===== src/sv/rwcw_pkg.sv =====
// Shared types, phase codes and event codes for the RIFF/WebP chunk walker.
`timescale 1ns / 1ps
`default_nettype none
package rwcw_pkg;

  localparam logic [31:0] TAG_RIFF    = 32'h4646_4952;
  localparam logic [31:0] TAG_WEBP    = 32'h5042_4557;
  localparam logic [31:0] TAG_VP8SP   = 32'h2038_5056;
  localparam logic [32:0] HEADER_BIAS = 33'd8;

  localparam logic [3:0] PH_RIFF    = 4'd0;
  localparam logic [3:0] PH_RSIZE   = 4'd1;
  localparam logic [3:0] PH_WEBP    = 4'd2;
  localparam logic [3:0] PH_CTAG    = 4'd3;
  localparam logic [3:0] PH_OSIZE   = 4'd4;
  localparam logic [3:0] PH_TSIZE   = 4'd5;
  localparam logic [3:0] PH_SKIP    = 4'd6;
  localparam logic [3:0] PH_PAYLOAD = 4'd7;
  localparam logic [3:0] PH_DONE    = 4'd8;

  localparam logic [2:0] EV_CONSUMED = 3'd0;
  localparam logic [2:0] EV_FOUND    = 3'd1;
  localparam logic [2:0] EV_PAYLOAD  = 3'd2;
  localparam logic [2:0] EV_NOT_RIFF = 3'd3;
  localparam logic [2:0] EV_NOT_WEBP = 3'd4;
  localparam logic [2:0] EV_END      = 3'd5;
  localparam logic [2:0] EV_IGNORED  = 3'd6;

  typedef struct packed {
    logic [7:0] data_byte;
    logic       restart;
  } in_item_t;

  typedef struct packed {
    logic [2:0]  event_kind;
    logic [7:0]  payload_byte;
    logic [31:0] chunk_length;
    logic        last_payload;
  } out_item_t;

  typedef struct packed {
    logic [3:0]  phase;
    logic [1:0]  field_cnt;
    logic [31:0] shift;
    logic [31:0] container_size;
    logic [32:0] position;
    logic [31:0] remaining;
    logic        pad;
  } parse_state_t;

  localparam parse_state_t PARSE_CLEAR = '{
    phase:          PH_RIFF,
    field_cnt:      2'd0,
    shift:          32'd0,
    container_size: 32'd0,
    position:       33'd0,
    remaining:      32'd0,
    pad:            1'b0
  };

endpackage
`default_nettype wire


===== src/sv/rwcw_step.sv =====
// Next-state and result logic for one input byte of the chunk walker.
`timescale 1ns / 1ps
`default_nettype none
module rwcw_step
  import rwcw_pkg::*;
(
  input  wire in_item_t     item,
  input  wire parse_state_t cur,
  input  wire logic [31:0]  target_fourcc,
  output parse_state_t      nxt,
  output out_item_t         result
);

  parse_state_t st;
  logic         full;
  logic [31:0]  word;
  logic         at_end;

  always_comb begin
    st          = item.restart ? PARSE_CLEAR : cur;
    nxt         = st;
    result      = '0;
    full        = 1'b0;
    word        = st.shift;
    at_end      = 1'b0;

    if (st.phase >= PH_DONE) begin
      result.event_kind = EV_IGNORED;
    end else begin
      result.event_kind = EV_CONSUMED;
      if (st.position != '1) begin
        nxt.position = st.position + 33'd1;
      end
      // container end test against the advanced position
      at_end = nxt.position >= ({1'b0, st.container_size} + HEADER_BIAS);

      if (st.phase <= PH_TSIZE) begin
        word          = {item.data_byte, st.shift[31:8]};
        nxt.shift     = word;
        full          = (st.field_cnt == 2'd3);
        nxt.field_cnt = st.field_cnt + 2'd1;
      end

      unique case (st.phase)
        PH_RIFF: begin
          if (full) begin
            if (word != TAG_RIFF) begin
              result.event_kind = EV_NOT_RIFF;
              nxt.phase         = PH_DONE;
            end else begin
              nxt.phase = PH_RSIZE;
            end
          end
        end
        PH_RSIZE: begin
          if (full) begin
            nxt.container_size = word;
            nxt.phase          = PH_WEBP;
          end
        end
        PH_WEBP: begin
          if (full) begin
            if (word != TAG_WEBP) begin
              result.event_kind = EV_NOT_WEBP;
              nxt.phase         = PH_DONE;
            end else if (at_end) begin
              result.event_kind = EV_END;
              nxt.phase         = PH_DONE;
            end else begin
              nxt.phase     = PH_CTAG;
              nxt.field_cnt = 2'd0;
            end
          end
        end
        PH_CTAG: begin
          if (full) begin
            nxt.phase = (word == target_fourcc) ? PH_TSIZE : PH_OSIZE;
          end
        end
        PH_OSIZE: begin
          if (full) begin
            nxt.remaining = word;
            nxt.pad       = word[0];
            if (word != 32'd0) begin
              nxt.phase = PH_SKIP;
            end else if (at_end) begin
              result.event_kind = EV_END;
              nxt.phase         = PH_DONE;
            end else begin
              nxt.phase     = PH_CTAG;
              nxt.field_cnt = 2'd0;
            end
          end
        end
        PH_TSIZE: begin
          if (full) begin
            result.event_kind   = EV_FOUND;
            result.chunk_length = word;
            nxt.remaining       = word;
            nxt.phase           = (word == 32'd0) ? PH_DONE : PH_PAYLOAD;
          end
        end
        PH_SKIP: begin
          if (st.remaining != 32'd0) begin
            nxt.remaining = st.remaining - 32'd1;
          end else begin
            nxt.pad = 1'b0;
          end
          if (nxt.remaining == 32'd0 && !nxt.pad) begin
            if (at_end) begin
              result.event_kind = EV_END;
              nxt.phase         = PH_DONE;
            end else begin
              nxt.phase     = PH_CTAG;
              nxt.field_cnt = 2'd0;
            end
          end
        end
        PH_PAYLOAD: begin
          result.event_kind   = EV_PAYLOAD;
          result.payload_byte = item.data_byte;
          if (st.remaining != 32'd0) begin
            nxt.remaining = st.remaining - 32'd1;
          end
          if (nxt.remaining == 32'd0) begin
            result.last_payload = 1'b1;
            nxt.phase           = PH_DONE;
          end
        end
        default: begin
          result.event_kind = EV_IGNORED;
          nxt.phase         = PH_DONE;
        end
      endcase
    end
  end

endmodule
`default_nettype wire


===== src/sv/riff_webp_chunk_walker.sv =====
// Top level of the RIFF/WebP chunk walker: input register, parse state, result register.
//
//   channel | direction | payload    | handshake
//   src     | in        | in_item_t  | src_valid / src_stall
//   dst     | out       | out_item_t | dst_valid / dst_stall
//   cfg     | in        | 32-bit tag | cfg_we (write only)
//
// One byte per cycle unless dst stalls; transactions reach dst via the input register.
// The parse state update for a byte sits between the input and result registers.
// rst (synchronous) clears valids and the parse state, and sets the target tag to "VP8 ".
// A stalled result holds both stages; src_stall follows it in the same cycle.
`timescale 1ns / 1ps
`default_nettype none
module riff_webp_chunk_walker
  import rwcw_pkg::*;
(
  input  wire              clk,
  input  wire              rst,
  input  wire              src_valid,
  output logic             src_stall,
  input  wire in_item_t    src_item,
  output logic             dst_valid,
  input  wire              dst_stall,
  output out_item_t        dst_item,
  input  wire              cfg_we,
  input  wire [31:0]       cfg_wdata
);

  logic         advance;
  logic         hold_valid;
  in_item_t     hold_item;
  parse_state_t state;
  parse_state_t state_next;
  out_item_t    result;
  logic [31:0]  target_fourcc;

  assign advance   = !(dst_valid && dst_stall);
  assign src_stall = !advance;

  rwcw_step u_step (
    .item          (hold_item),
    .cur           (state),
    .target_fourcc (target_fourcc),
    .nxt           (state_next),
    .result        (result)
  );

  always_ff @(posedge clk) begin
    if (rst) begin
      target_fourcc <= TAG_VP8SP;
    end else if (cfg_we) begin
      target_fourcc <= cfg_wdata;
    end
  end

  always_ff @(posedge clk) begin
    if (rst) begin
      hold_valid <= 1'b0;
      dst_valid  <= 1'b0;
      state      <= PARSE_CLEAR;
    end else if (advance) begin
      hold_valid <= src_valid;
      dst_valid  <= hold_valid;
      // consume the held byte only when it moves into the result register
      if (hold_valid) begin
        state <= state_next;
      end
    end
  end

  always_ff @(posedge clk) begin
    if (advance) begin
      hold_item <= src_item;
      if (hold_valid) begin
        dst_item <= result;
      end
    end
  end

  a_state_holds_on_stall: assert property (@(posedge clk) disable iff (rst)
    dst_valid && dst_stall |=> $stable(state))
    else $error("parse state moved while result stalled");

  a_count_clear_outside_fields: assert property (@(posedge clk) disable iff (rst)
    state.phase == PH_SKIP || state.phase == PH_PAYLOAD || state.phase == PH_DONE
      |-> state.field_cnt == 2'd0)
    else $error("field byte count nonzero outside header fields");

  a_last_only_on_payload: assert property (@(posedge clk) disable iff (rst)
    dst_valid && dst_item.last_payload |-> dst_item.event_kind == EV_PAYLOAD)
    else $error("last flag on non-payload transaction");

  a_phase_in_range: assert property (@(posedge clk) disable iff (rst)
    state.phase <= PH_DONE)
    else $error("parse phase out of range");

endmodule
`default_nettype wire

===== config.mk =====
export PLATFORM = sky130hd
export DESIGN_NAME = riff_webp_chunk_walker
export DESIGN_NICKNAME = d
export VERILOG_FILES = /design/src/sv/rwcw_pkg.sv /design/src/sv/rwcw_step.sv /design/src/sv/riff_webp_chunk_walker.sv
export SDC_FILE = /design/constraint.sdc
export NUM_CORES = 1
export LEC_CHECK = 0
export ABC_CLOCK_PERIOD_IN_PS = 10000
export BUFFER_PORTS_ARGS = -buffer_cell sky130_fd_sc_hd__buf_2
export CORE_MARGIN = 5
export CORE_UTILIZATION = 50
export CTS_CLUSTER_DIAMETER = 60
export DETAILED_ROUTE_END_ITERATION = 10
export PLACE_DENSITY = 0.72
export SKIP_CTS_REPAIR_TIMING = 1
export SLEW_MARGIN = 20
export SYNTH_ARGS = -nofsm -noshare
export SYNTH_HDL_FRONTEND = slang
export SYNTH_SLANG_ARGS = --single-unit

===== constraint.sdc =====
create_clock -name clk -period 10 [get_ports clk]
set_input_delay 0 -clock clk [delete_from_list [all_inputs] [get_ports clk]]
set_output_delay 0 -clock clk [all_outputs]
set_load 0.05 [all_outputs]

==> flow_summary.ini, run 1 <==
[final_layout]
layout-drive-gt1-share = 0.1107
final_cell_mix = 244 x nand2_1, 213 x nor2_1, 170 x dfxtp_1
final_core_util = 0.5801
nets = 1878
area.growth.synth_to_final_pct = 14.29
final_common_cell = nand2_1
antenna_cells = 0
num-fill-cells = 2364

[global_routing]
grt_pass1_vias = 12210
grt_max_degree = 160
antenna_found_initial = 0
track_usage = 0.2771
grt_overflow_total = 0
grt_pass1_wl_um = 69880

[clock_network]
cts_tree = yes
numCtsBuffers = 27
cts_htree_levels = 1
clock_latency_ns = 0.56
cts_sinks = 223
cts_root_buffer = clkbuf_16
path_clk_slew_ns = 0.06
cts.path.max_buffers = 3

[sta]
fmaxAchievable_ghz = 0.1624
finalHoldViolCount = 0
period_needed_ns = 6.158
worst_pin_slew_ns = 1.159
setup_viol_count_final = 0
drv_slew = 0
max_slew_margin = 0.2274
setup_ws_ns = 3.842
fin_tns_setup_ns = 0
rsz0062_at_grt = false
fin_skew_ns = 0.04190
fin_crit_sh = 0.6158

[synthesis]
synth_area_mm2 = 0.01368
synth-seq-cells = 223
synthesis.nets = 1806
synth_flop_cell = dfxtp_1
async_flop_share = 0
yosysSeqAreaShare = 0.3651
synth.distinct_cells = 76
synth_edf_count = 53
synthCells = 1723
synth_top_area_share = 0.2488
synth_area_per_cell_um2 = 7.939
synth_largest_area_cell = dfxtp_1
synth.area.top_cells = dfxtp_1 25%, edfxtp_1 12%, nand2_1 6.7%
ys_warn_count = 0

[worst_setup_path]
r2r_cells = 21
crit_path_top_delay_cell = nor4b_1
crit_family = simple AND/OR/NAND/NOR gates
crit_path_end_kind = register
r2r-end = dst_item[41]$_SDFFCE_PP0P_
required_ns = 10.26
cp-start-kind = register
cp_max_fo = 159
r2r-start = hold_item[0]$_DFFE_PN_
crit_chain = buf_12 -> nor2b_1 -> ha_1 -> inv_1 -> nor3_1 -> and4_1 -> nor4b_1 -> and3_1 -> nand3_1 -> xor2_1 -> nor2_1 -> ha_1 -> a21o_1 -> a21o_1 -> a21oi_1 -> nand3_1 -> a211o_1 -> o21ai_0 -> inv_1 -> a21oi_1 -> o31ai_1
max_stage_delay_ns = 0.81
critPathArrivalTime_ns = 6.42
path_class = reg -> reg
critical_path_buf_inv_count = 3
rrSetupSlack_ns = 3.84

[power_and_ir_drop]
irDropWorstVdd_mv = 0.1372
power.leakage_uw = 0.005855
power_density_mw_per_mm2 = 148.0

[route]
detail_route.wl_per_cell_um = 20.79
wl_um = 44830
via_count = 13510
drt_iter0_drc = 1617
vias_per_cell = 6.264
dr_wl_met3_um = 3863
top_layer = met4
drc = 0
ant_nets = 0
wl_met2_um = 19900
dr.pass1.iters = 6
m1WireLength_um = 19610

[worst_hold_path]
hold_depth = 2
hp-start = rst
hp-class = in -> reg
whs_endpoint = dst_valid$_SDFFE_PP0N_

[placed_design]
dpl_worst_slack_ns = 4.057
dp_hpwl_um = 30510
port_buffers = 91
gp_congestion = 0.9538

[run]
cap_viol_max_count = 0

[die]
rows = 60
die_w_um = 175.4
coreArea_mm2 = 0.02695
initial_core_util = 0.5076
io_pins = 92
dieArea_mm2 = 0.03077
die_y_um = 175.4

[run_status]
status = complete, no violations
==> power breakdown <==
part,switching [uW],internal (uW),leakage (uW)
Sequential,34.0,953,0.00190
Clock,404,553,0.000421
Combinational,247,123,0.00354
==> area by class of cell <==
cell class / instances / area [um2] / share of cell area
multi-input combinational: 1362 / 8164 / 0.5222
sequential: 223 / 4995 / 0.3195
timing repair buffer: 164 / 1124 / 0.07187
clock buffer: 37 / 744.5 / 0.04762
tap: 341 / 426.7 / 0.02729
clock inverter: 12 / 113.9 / 0.007283
inverter: 17 / 66.31 / 0.004242
==> registers in the layout, indices dropped and copies added (netlist names) <==
name and count:
target_fourcc 32, hold_item 9, dst_item 44, hold_valid 1
state 136, dst_valid 1
==> kinds of logic (layout without fill, tap and decap cells) <==
kind of cell             after synthesis  after routing  synth area share
flip-flops                           223            223            0.3651
adder cells (fa/ha/maj)               37             37           0.03384
AND/OR/NAND/NOR                      794            794            0.2839
multiplexers                          39             39           0.02890
XOR/XNOR                              98             98           0.06275
buffers and inverters                138            230           0.03979
AO/OA/AOI/OAI                        394            394            0.1857
==> synthesized netlist by cell type (all sizes together) (12+ instances only) <==
| cell type | instances |
|---|---|
| clkbuf | 101 |
| edfxtp | 53 |
| a211oi | 25 |
| nand2b | 19 |
| a22oi | 44 |
| xor2 | 44 |
| inv | 16 |
| nand3 | 42 |
| or4 | 12 |
| nor2b | 45 |
| o21ai | 70 |
| and2 | 13 |
| nor3 | 59 |
| nor4 | 29 |
| buf | 20 |
| a211o | 16 |
| and3 | 35 |
| mux2i | 35 |
| a21oi | 133 |
| nor2 | 215 |
| nand2 | 245 |
| xnor2 | 54 |
| dfxtp | 170 |
| ha | 37 |
| a21o | 15 |
| nand4 | 39 |
==> per-stage QoR <==
step / std cells / power (uW) / cell area, um2 / hold slack [ns]
2_1_floorplan: 1723 / 1249 / 13680 / 0.09887
6_report: 2156 / 2314 / 15630 / 0.02105
3_3_place_gp: 2065 / 1349 / 14360 / 0.1778
5_1_grt: 2156 / 2399 / 15630 / 0.06608
4_1_cts: 2114 / 2301 / 15210 / -0.4024
3_5_place_dp: 2065 / 1352 / 14360 / 0.1785
==> worst max path at each step <==
stage | slack [ns] | endpoint | start | depth (start not counted)
after detailed placement | 4.06 | dst_item[41]$_SDFFCE_PP0P_ | hold_item[0]$_DFFE_PN_ | 21
final | 3.84 | dst_item[41]$_SDFFCE_PP0P_ | hold_item[0]$_DFFE_PN_ | 21
after global routing | 3.28 | dst_item[41]$_SDFFCE_PP0P_ | hold_item[0]$_DFFE_PN_ | 21
after CTS | 3.97 | dst_item[41]$_SDFFCE_PP0P_ | hold_item[0]$_DFFE_PN_ | 21
after global placement | 4.14 | dst_item[41]$_SDFFCE_PP0P_ | hold_item[0]$_DFFE_PN_ | 21
after floorplan | 3.80 | dst_item[41]$_SDFFCE_PP0P_ | hold_item[0]$_DFFE_PN_ | 28
==> metal layers <==
layer	up-vias	global-route usage
met5	-	0
met4	0	0.08183
li1	6333	-
met3	96	0.05058
met1	6435	0.4034
met2	642	0.4206
No activity file was read; power rests on OpenSTA's default activity.
==> inputs of run 2 (changes only) <==
- ABC_CLOCK_PERIOD_IN_PS: 10000 -> 5400
- PLACE_DENSITY: 0.72 -> 0.75
- clock period: 10 -> 5.4 ns (I/O delays scaled with it)
==> run 2 against run 1 <==
Die area is the same. Highest routed layer is now met5. The run now ends with hold timing left. Largest power group is now the clock network. First-iteration DRC count is 1.8% lower. Final area is 1.5% higher. Clock-buffer cell count up 3. Non-clock buffer count increased by 17. Sequential power increased by 85%. Setup slack worse by 3.4 ns. Critical path depth shrank 1.
==> flow_summary.ini, run 2 (synthesized netlist as in run 1, its figures left out) <==
[worst_setup_path]
max_stage_delay_ns = 0.64
required_ns = 5.85
cp-startpoint = hold_item[0]$_DFFE_PN_
cp-start-kind = register
crit_chain = nor2b_1 -> ha_1 -> inv_1 -> nor3_2 -> and4_1 -> nor4b_4 -> nand2_1 -> nor3_1 -> xor2_1 -> ha_1 -> a21o_1 -> a21o_1 -> a21oi_1 -> nand3_1 -> a211o_1 -> o21ai_2 -> a21oi_1 -> o21a_1 -> o211a_1 -> o31ai_1
r2r-start = hold_item[0]$_DFFE_PN_
path_class = reg -> reg
crit_family = simple AND/OR/NAND/NOR gates
crit_path_end_kind = register
cp_max_fo = 11
critical_path_buf_inv_count = 1
crit_path_top_delay_cell = edfxtp_1
critPathArrivalTime_ns = 5.41

[clock_network]
cts_sinks = 223
cts.path.max_buffers = 3
numCtsBuffers = 27
clock_latency_ns = 0.55
path_clk_slew_ns = 0.06
cts_htree_levels = 1
cts_root_buffer = clkbuf_16
cts_tree = yes

[global_routing]
track_usage = 0.2839
grt_max_degree = 71
antenna_found_initial = 3
grt_pass1_vias = 12750
grt_overflow_total = 0
grt_pass1_wl_um = 70670

[sta]
max_slew_margin = 0.1153
rsz0062_at_grt = false
drv_slew = 0
setup_ws_ns = 0.4379
fmaxAchievable_ghz = 0.2015
period_needed_ns = 4.962
fin_skew_ns = 0.01220
fin_crit_sh = 0.9189
setup_viol_count_final = 0
fin_tns_setup_ns = 0
finalHoldViolCount = 1
worst_pin_slew_ns = 1.327
fin_hold_ws_ns = -0.0004863

[die]
rows = 60
initial_core_util = 0.5076
dieArea_mm2 = 0.03077
die_w_um = 175.4
coreArea_mm2 = 0.02695
die_y_um = 175.4
io_pins = 92

[route]
detail_route.wl_per_cell_um = 21.41
vias_per_cell = 6.325
drc = 0
drt_iter0_drc = 1588
via_count = 13740
dr.pass1.iters = 8
ant_nets = 0
wl_um = 46490

[final_layout]
final_common_cell = nand2_1
regMostFlops = state
final_cell_mix = 244 x nand2_1, 213 x nor2_1, 170 x dfxtp_1
num-fill-cells = 2359
nets = 1895
layout-drive-gt1-share = 0.1240
final_area_mm2 = 0.01586
largest_reg_flops = 136
area.growth.synth_to_final_pct = 15.95
top_regs = state x136, dst_item x44, target_fourcc x32

[placed_design]
place_area_mm2 = 0.01453
gp_congestion = 0.9712
dp_hpwl_um = 31870
dpl_worst_slack_ns = 0.5486
port_buffers = 91

[worst_hold_path]
hp-class = in -> reg
hp-start = rst

[run_status]
violations = hold timing
status = finished with violations

[power_and_ir_drop]
power.leakage_uw = 0.005953
power_density_mw_per_mm2 = 276.2
irDropWorstVdd_mv = 0.2908

[run]
cap_viol_max_count = 0
-- run 2: metrics by stage --
step | power, uW | cells | hold WS, ns | utilization
2_1_floorplan | 2315 | 1723 | 0.09887 | -
6_report | 4381 | 2172 | -0.0004863 | 0.5885
3_5_place_dp | 2521 | 2082 | 0.1781 | 0.5390
3_3_place_gp | 2521 | 2082 | 0.1770 | 0.5389
5_1_grt | 4527 | 2171 | 0.02103 | 0.5884
4_1_cts | 4350 | 2129 | -0.3916 | 0.5728
-- run 2: routing by layer --
| layer | part of all wire | GRT usage |
|---|---|---|
| met1 | 0.42 | 0.3923 |
| met2 | 0.44 | 0.4306 |
| met3 | 0.098 | 0.07297 |
| met4 | 0.042 | 0.1038 |
| met5 | 0.00058 | 0 |
-- run 2: final cells by class --
| type | instances | area [um2] | share of cell area |
|---|---|---|---|
| Multi-Input combinational cell | 1362 | 8209 | 0.5176 |
| Sequential cell | 223 | 4995 | 0.3149 |
| Timing Repair Buffer | 181 | 1251 | 0.07888 |
| Clock buffer | 40 | 825.8 | 0.05206 |
| Tap cell | 341 | 426.7 | 0.02690 |
| Clock inverter | 7 | 85.08 | 0.005364 |
| Inverter | 17 | 66.31 | 0.004181 |
| Antenna cell | 1 | 2.502 | 0.0001578 |
-- run 2: power by group --
part	internal, uW	total (uW)	leakage (uW)	switching [uW]
sequential	1760	1830	0.00190	67.9
combinational	239	706	0.00362	467
clock	1110	1840	0.000436	738
total	3110	4380	0.00595	1270
-- run 2: final timing paths --
path                                                 endpoint  slack (ns)  depth (start not counted)
worst max register to register        state[133]$_SDFFE_PP0P_        0.44                         20
worst max-delay path                  state[133]$_SDFFE_PP0P_        0.44                         20
worst min register to register         state[99]$_SDFFE_PP0P_        0.46                          2
worst min-delay path            target_fourcc[3]$_SDFFE_PP0P_     -0.0005                          2
